File: src/rtl/core/crc8wd_pkg.sv
package crc8wd_pkg;

  localparam int unsigned WordBytes = 2;
  localparam int unsigned PosW      = $clog2(WordBytes + 1);
  localparam int unsigned WordW     = 16;

  localparam logic [7:0] CrcPolyReset = 8'h31;
  localparam logic [7:0] CrcInitReset = 8'hFF;
  localparam logic [7:0] CrcTopBit    = 8'h80;

  // register indexes on the config port
  localparam int unsigned CfgIdxW = 1;
  localparam logic [CfgIdxW-1:0] CfgCrcPoly = 1'b0;
  localparam logic [CfgIdxW-1:0] CfgCrcInit = 1'b1;

  // word_status codes
  localparam logic [1:0] StatusOk        = 2'd0;
  localparam logic [1:0] StatusMismatch  = 2'd1;
  localparam logic [1:0] StatusTruncated = 2'd2;

  typedef struct packed {
    logic [7:0] rx_byte;
    logic       last_byte;
  } in_item_t;

  typedef struct packed {
    logic [WordW-1:0] data_word;
    logic [1:0]       word_status;
    logic             end_of_transfer;
  } out_item_t;

  typedef struct packed {
    logic       valid;
    out_item_t  item;
  } res_t;

  typedef struct packed {
    logic [7:0] poly;
    logic [7:0] init;
  } cfg_t;

  // MSB-first CRC-8 update over one byte, unrolled
  function automatic logic [7:0] crc_feed(input logic [7:0] crc,
                                          input logic [7:0] data,
                                          input logic [7:0] poly);
    logic [7:0] v;
    v = crc ^ data;
    for (int b = 0; b < 8; b++) begin
      if ((v & CrcTopBit) != 8'h00) begin
        v = {v[6:0], 1'b0} ^ poly;
      end else begin
        v = {v[6:0], 1'b0};
      end
    end
    return v;
  endfunction

endpackage

File: src/rtl/core/crc8wd_in_stage.sv
module crc8wd_in_stage (
  input  logic                clk_i,
  input  logic                rst_ni,
  input  logic                in_valid_i,
  output logic                in_stall_o,
  input  crc8wd_pkg::in_item_t in_item_i,
  input  logic                adv_i,
  output logic                item_valid_o,
  output crc8wd_pkg::in_item_t item_o
);
  import crc8wd_pkg::*;

  logic     valid_q;
  in_item_t item_q;
  logic     accept;

  // a held item blocks only when the next stage cannot take it this cycle
  assign in_stall_o = valid_q && !adv_i;
  assign accept     = in_valid_i && !in_stall_o;

  always_ff @(posedge clk_i or negedge rst_ni) begin
    if (!rst_ni) begin
      valid_q <= 1'b0;
    end else if (accept) begin
      valid_q <= 1'b1;
    end else if (adv_i) begin
      valid_q <= 1'b0;
    end
  end

  always_ff @(posedge clk_i) begin
    if (accept) begin
      item_q <= in_item_i;
    end
  end

  assign item_valid_o = valid_q;
  assign item_o       = item_q;

endmodule

File: src/rtl/core/crc8wd_frame_ctl.sv
module crc8wd_frame_ctl (
  input  logic                 clk_i,
  input  logic                 rst_ni,
  input  logic                 fire_i,
  input  crc8wd_pkg::in_item_t item_i,
  input  crc8wd_pkg::cfg_t     cfg_i,
  output crc8wd_pkg::res_t     res_o
);
  import crc8wd_pkg::*;

  logic [PosW-1:0]  pos_q, pos_d;
  logic [7:0]       crc_q, crc_d;
  logic [WordW-1:0] word_q, word_d;
  logic             abort_q, abort_d;

  logic [7:0] seed;
  logic       crc_match;

  assign seed      = (pos_q == '0) ? cfg_i.init : crc_q;
  assign crc_match = (crc_q == item_i.rx_byte);

  always_comb begin
    pos_d   = pos_q;
    crc_d   = crc_q;
    word_d  = word_q;
    abort_d = abort_q;
    res_o   = '0;
    if (fire_i) begin
      if (abort_q) begin
        // discard until the last byte of the transfer
        if (item_i.last_byte) begin
          abort_d = 1'b0;
          pos_d   = '0;
          word_d  = '0;
        end
      end else if (pos_q < PosW'(WordBytes)) begin
        crc_d  = crc_feed(seed, item_i.rx_byte, cfg_i.poly);
        word_d = {word_q[WordW-9:0], item_i.rx_byte};
        pos_d  = pos_q + PosW'(1);
        if (item_i.last_byte) begin
          res_o.valid                = 1'b1;
          res_o.item.data_word       = '0;
          res_o.item.word_status     = StatusTruncated;
          res_o.item.end_of_transfer = 1'b1;
          pos_d                      = '0;
          word_d                     = '0;
        end
      end else begin
        // check byte
        res_o.valid          = 1'b1;
        res_o.item.data_word = word_q;
        if (crc_match) begin
          res_o.item.word_status     = StatusOk;
          res_o.item.end_of_transfer = item_i.last_byte;
        end else begin
          res_o.item.word_status     = StatusMismatch;
          res_o.item.end_of_transfer = 1'b1;
          abort_d                    = !item_i.last_byte;
        end
        pos_d  = '0;
        word_d = '0;
      end
    end
  end

  always_ff @(posedge clk_i or negedge rst_ni) begin
    if (!rst_ni) begin
      pos_q   <= '0;
      crc_q   <= CrcInitReset;
      word_q  <= '0;
      abort_q <= 1'b0;
    end else begin
      pos_q   <= pos_d;
      crc_q   <= crc_d;
      word_q  <= word_d;
      abort_q <= abort_d;
    end
  end

  a_pos_range: assert property (@(posedge clk_i) disable iff (!rst_ni)
    pos_q <= PosW'(WordBytes))
    else $error("byte position out of range");

  a_abort_at_group_start: assert property (@(posedge clk_i) disable iff (!rst_ni)
    abort_q |-> (pos_q == '0) && (word_q == '0))
    else $error("discard state with a partial group");

  a_mismatch_ends: assert property (@(posedge clk_i) disable iff (!rst_ni)
    res_o.valid && (res_o.item.word_status != StatusOk) |-> res_o.item.end_of_transfer)
    else $error("error result not marked end of transfer");

  a_abort_after_mismatch: assert property (@(posedge clk_i) disable iff (!rst_ni)
    !$past(abort_q) && abort_q |-> $past(res_o.valid)
      && ($past(res_o.item.word_status) == StatusMismatch))
    else $error("discard entered without a mismatch");

endmodule

File: src/rtl/core/crc8wd_out_stage.sv
module crc8wd_out_stage (
  input  logic                  clk_i,
  input  logic                  rst_ni,
  input  crc8wd_pkg::res_t      res_i,
  output logic                  load_en_o,
  output logic                  out_valid_o,
  input  logic                  out_stall_i,
  output crc8wd_pkg::out_item_t out_item_o
);
  import crc8wd_pkg::*;

  logic      valid_q;
  out_item_t item_q;

  assign load_en_o = !valid_q || !out_stall_i;

  always_ff @(posedge clk_i or negedge rst_ni) begin
    if (!rst_ni) begin
      valid_q <= 1'b0;
    end else if (load_en_o) begin
      valid_q <= res_i.valid;
    end
  end

  always_ff @(posedge clk_i) begin
    if (load_en_o && res_i.valid) begin
      item_q <= res_i.item;
    end
  end

  assign out_valid_o = valid_q;
  assign out_item_o  = item_q;

endmodule

File: src/rtl/core/crc8_word_deframer.sv
// An accepted byte waits in the input register; its result, if it yields one,
// is loaded into the output register once that register can take it.
// Throughput: one byte per cycle unless out_stall_i holds the output; the
// unrolled 8-bit CRC update sits between the input and result registers.
// Reset (rst_ni low, async): pipeline empty, group restarted, discard state
// cleared, polynomial 0x31 and initial value 0xFF.
module crc8_word_deframer (
  input  logic                          clk_i,
  input  logic                          rst_ni,
  input  logic                          in_valid_i,
  output logic                          in_stall_o,
  input  crc8wd_pkg::in_item_t          in_item_i,
  output logic                          out_valid_o,
  input  logic                          out_stall_i,
  output crc8wd_pkg::out_item_t         out_item_o,
  input  logic                          cfg_we_i,
  input  logic [crc8wd_pkg::CfgIdxW-1:0] cfg_idx_i,
  input  logic [7:0]                    cfg_wdata_i
);
  import crc8wd_pkg::*;

  cfg_t     cfg_q;
  logic     item_valid;
  in_item_t item;
  logic     load_en;
  logic     fire;
  res_t     res;

  always_ff @(posedge clk_i or negedge rst_ni) begin
    if (!rst_ni) begin
      cfg_q.poly <= CrcPolyReset;
      cfg_q.init <= CrcInitReset;
    end else if (cfg_we_i) begin
      case (cfg_idx_i)
        CfgCrcPoly: cfg_q.poly <= cfg_wdata_i;
        CfgCrcInit: cfg_q.init <= cfg_wdata_i;
        default: ;
      endcase
    end
  end

  assign fire = item_valid && load_en;

  crc8wd_in_stage u_in_stage (
    .clk_i        (clk_i),
    .rst_ni       (rst_ni),
    .in_valid_i   (in_valid_i),
    .in_stall_o   (in_stall_o),
    .in_item_i    (in_item_i),
    .adv_i        (load_en),
    .item_valid_o (item_valid),
    .item_o       (item)
  );

  crc8wd_frame_ctl u_frame_ctl (
    .clk_i  (clk_i),
    .rst_ni (rst_ni),
    .fire_i (fire),
    .item_i (item),
    .cfg_i  (cfg_q),
    .res_o  (res)
  );

  crc8wd_out_stage u_out_stage (
    .clk_i       (clk_i),
    .rst_ni      (rst_ni),
    .res_i       (res),
    .load_en_o   (load_en),
    .out_valid_o (out_valid_o),
    .out_stall_i (out_stall_i),
    .out_item_o  (out_item_o)
  );

endmodule

File: config.mk
export PLATFORM = sky130hd
export DESIGN_NAME = crc8_word_deframer
export DESIGN_NICKNAME = d
export VERILOG_FILES = /design/src/rtl/core/crc8wd_pkg.sv /design/src/rtl/core/crc8wd_in_stage.sv /design/src/rtl/core/crc8wd_frame_ctl.sv /design/src/rtl/core/crc8wd_out_stage.sv /design/src/rtl/core/crc8_word_deframer.sv
export SDC_FILE = /design/constraint.sdc
export NUM_CORES = 1
export LEC_CHECK = 0
export BUFFER_PORTS_ARGS = -buffer_cell sky130_fd_sc_hd__buf_4
export CAP_MARGIN = 15
export CORE_MARGIN = 2
export CORE_UTILIZATION = 34
export CTS_BUF_LIST = sky130_fd_sc_hd__clkbuf_4 sky130_fd_sc_hd__clkbuf_8 sky130_fd_sc_hd__clkbuf_16
export DETAILED_ROUTE_END_ITERATION = 16
export GPL_TIMING_DRIVEN = 0
export MAX_ROUTING_LAYER = met4
export PLACE_DENSITY = 0.59
export SYNTH_ARGS = -nofsm -noshare
export SYNTH_HDL_FRONTEND = slang
export SYNTH_SLANG_ARGS = --single-unit
File: constraint.sdc
create_clock -name clk_i -period 10.25 [get_ports clk_i]
set_input_delay 1.5375 -clock clk_i [delete_from_list [all_inputs] [get_ports clk_i]]
set_output_delay 1.5375 -clock clk_i [all_outputs]
set_load 0.01 [all_outputs]
==> flow_metrics.py <==
metrics = {
    "place": {
        "gp_congestion": 0.8771,
        "io_buffers": 43,
        "hpwl_mm": 7.144,
    },
    "worst_setup_path": {
        "crit_type": "flip-flop to flip-flop",
        "worstPathArrival_ns": 4.81,
        "cp-startpoint": "u_frame_ctl.pos_q[1]$_DFFE_PN0P_",
        "rr_startpoint": "u_frame_ctl.pos_q[1]$_DFFE_PN0P_",
        "startpoint_type": "flip-flop",
        "cp_max_fo": 10,
        "r2r-end": "u_frame_ctl.crc_q[7]$_DFFE_PN1P_",
        "crit_chain": "inv_1 > ha_1 > buf_6 > mux2i_4 > xnor2_1 > buf_2 > nand2_1 > a32o_1 > xor2_1 > xnor3_2 > o2111ai_4 > xnor2_4 > mux2i_2 > a221oi_2 > xnor2_2 > buf_6 > a21oi_1 > o31a_1",
        "path_buf_inv": 4,
        "critPathMaxStageDelay_ns": 0.43,
        "end_kind": "flip-flop",
        "r2r_slack_ns": 5.69,
        "cpMostUsedCell": "buf_6",
        "slowest_stage": "xor2_1",
        "required_ns": 10.50,
        "reg2reg_depth": 18,
        "cp_num_cells": 18,
        "cp-endpoint": "u_frame_ctl.crc_q[7]$_DFFE_PN1P_",
        "critPathTopFamily": "XOR/XNOR gates",
    },
    "cells_and_area": {
        "nets": 460,
        "area_growth_pct": 19.66,
        "final_common_cell": "nand2_1",
        "final_cell_mix": "47 x nand2_1, 43 x buf_4, 35 x xnor2_1",
        "antennaDiodeCount": 0,
        "drive_above_1_share": 0.2705,
        "fill_cells": 1227,
    },
    "logic_synthesis": {
        "yosysSeqAreaShare": 0.4696,
        "synth_cells": 381,
        "synth-simple-area-share": 0.1461,
        "synthFlopType": "edfxtp_1",
        "synth_compound_area_frac": 0.1163,
        "synth_edf_count": 28,
        "netlist_area_mm2": 0.004239,
        "synth_seq_cells": 73,
        "synth_fp_nets": 406,
        "avgSynthCellArea_um2": 11.13,
        "synth_cell_types": 59,
        "ys_warn_count": 0,
        "async_reset_ff_frac": 0.6164,
        "yosysTopAreaCell": "edfxtp_1",
        "yosys-top-cells-area": "edfxtp_1 20%, dfrtp_1 15%, dfstp_2 12%",
        "synthAdderAreaFrac": 0.005903,
        "synth_top_area_share": 0.1983,
        "synth_top_family_by_area": "XOR/XNOR gates",
        "synth-xor-area-share": 0.1547,
        "synthMuxAreaShare": 0.07172,
    },
    "clock_network": {
        "root_buffer": "clkbuf_16",
        "ctsHoldBuffers": 0,
        "cts_resized": 0,
        "cts_htree_levels": 3,
        "path_clk_slew_ns": 0.06,
        "cts_tree": "yes",
        "cts_buffers": 9,
        "clk_path_buf_depth": 2,
        "insertion_delay_ns": 0.33,
        "post-cts-setup-buffers": 0,
        "clkSinkCount": 73,
    },
    "sta": {
        "hold_violations": 0,
        "max_freq_mhz": 219.3,
        "maxSlewHeadroom": 0.4440,
        "hold_ws_ns": 0.4847,
        "finClkSkew_ns": 0.005514,
        "setup-violations-final": 0,
        "worst_slew_pin_slew_ns": 0.8341,
        "fin_setup_tns_ns": 0,
        "rsz0062_at_grt": "no",
        "fin_crit_ns": 4.560,
        "slew_viol_final": 0,
        "fin_crit_sh": 0.4448,
    },
    "detailed_routing": {
        "drt-initial-drc-count": 82,
        "remaining_drc_errors": 0,
        "drtAntennaViolNets": 0,
        "post_drt_wl_per_cell_um": 15.71,
        "via_per_inst": 4.895,
        "wl_mm": 9.553,
        "dr.pass1.iters": 4,
        "vias": 2976,
    },
    "global_route": {
        "grt_usage": 0.1571,
        "grt_max_degree": 46,
        "grt_pass1_wl_mm": 15.64,
        "grt_overflow_total": 0,
        "grt_pass1_vias": 2982,
        "antenna_found_initial": 0,
    },
    "run_status": {
        "status": "complete, no violations",
    },
    "floorplan": {
        "die_h_um": 115.7,
        "die_w_um": 115.7,
        "io_pins": 44,
        "floorplan.initialDensity": 0.3500,
        "core_area_mm2": 0.01211,
        "num_rows": 40,
        "die_area_mm2": 0.01338,
    },
    "flow_run": {
        "cap_violations": 0,
    },
    "worst_hold_path": {
        "whs_path_depth": 2,
        "hold_path_class": "flip-flop to flip-flop",
    },
}
logic make-up after synthesis:
logic type                 after synthesis
and+or+nand+nor                        121
DFF                                     73
AOI/OAI and AO/OA                       64
xor gates and xnor gates                62
buffers and inverters                   33
muxes                                   26
adders and majority gates                2
through the flow:
| stage | std cells | worst slack [ns] | instance area, um2 | utilization |
|---|---|---|---|---|
| floorplan | 381 | 6.201 | 4239 | - |
| global placement | 592 | 5.770 | 4772 | 0.3940 |
| detailed placement | 592 | 5.726 | 4772 | 0.3940 |
| CTS | 608 | 5.695 | 5072 | 0.4188 |
| global route | 608 | 5.420 | 5072 | 0.4188 |
| finish | 608 | 5.690 | 5072 | 0.4188 |
sequential cells by signal, summed over array words and instances (netlist names):
name	flops
u_out_stage.out_item_o	19
cfg_q	16
u_out_stage.out_valid_o	1
u_frame_ctl.word_q	16
u_frame_ctl.crc_q	8
u_frame_ctl.abort_q	1
u_in_stage.item_valid_o	1
u_frame_ctl.pos_q	2
u_in_stage.item_o	9
cells in the mapped netlist (all sizes together), types with 2 or more instances:
cell	count
a22o	17
dfrtp	26
a211oi	3
mux2i	14
nand3	12
o31a	3
inv	8
and2	5
buf	8
and3	22
or2	4
nand3b	2
nor3	3
a21o	5
o21ai	10
nor4	2
nand4	3
a31oi	2
xnor3	4
o22ai	2
nor2	10
xor2	18
xnor2	40
o2111ai	2
a21oi	11
o31ai	3
and3b	2
ha	2
nand2b	5
edfxtp	28
clkbuf	16
nand2	47
dfstp	19
mux2	12
how the worst min path moves through the flow:
stage,start,slack (ns),to
after floorplan,u_frame_ctl.crc_q[0]$_DFFE_PN1P_,0.45,u_frame_ctl.crc_q[0]$_DFFE_PN1P_
after global placement,u_frame_ctl.crc_q[0]$_DFFE_PN1P_,0.47,u_frame_ctl.crc_q[0]$_DFFE_PN1P_
after detailed placement,u_frame_ctl.crc_q[0]$_DFFE_PN1P_,0.48,u_frame_ctl.crc_q[0]$_DFFE_PN1P_
after CTS,u_frame_ctl.crc_q[0]$_DFFE_PN1P_,0.49,u_frame_ctl.crc_q[0]$_DFFE_PN1P_
after global routing,u_frame_ctl.word_q[12]$_DFFE_PN0P_,0.52,u_frame_ctl.word_q[12]$_DFFE_PN0P_
final,u_frame_ctl.crc_q[0]$_DFFE_PN1P_,0.48,u_frame_ctl.crc_q[0]$_DFFE_PN1P_
cell type report:
class,instances,area [um2],share of cell area
clock buffer,9,225.2,0.04440
sequential,73,1991,0.3925
tap,168,210.2,0.04144
multi-input combinational,275,2097,0.4134
clock inverter,7,75.07,0.01480
timing repair buffer,43,322.8,0.06364
inverter,9,33.78,0.006660
buffer,24,117.6,0.02319
tightest hold or removal path, cell delays in order (launching register included):
cell	delay, ns
dfstp_2	0.39
nand2_1	0.05
nand2_1	0.04
routing by layer:
metal	wire, um	global-route usage	up-vias
li1	-	-	1451
met4	147	0.04603	0
met5	0	-	-
met1	4414	0.2133	1442
met2	4460	0.2409	71
met3	530	0.02929	12
Power is left out: the tool's default activity adds up to more than one toggle a clock period on the data nets, which glitch-free logic cannot reach.
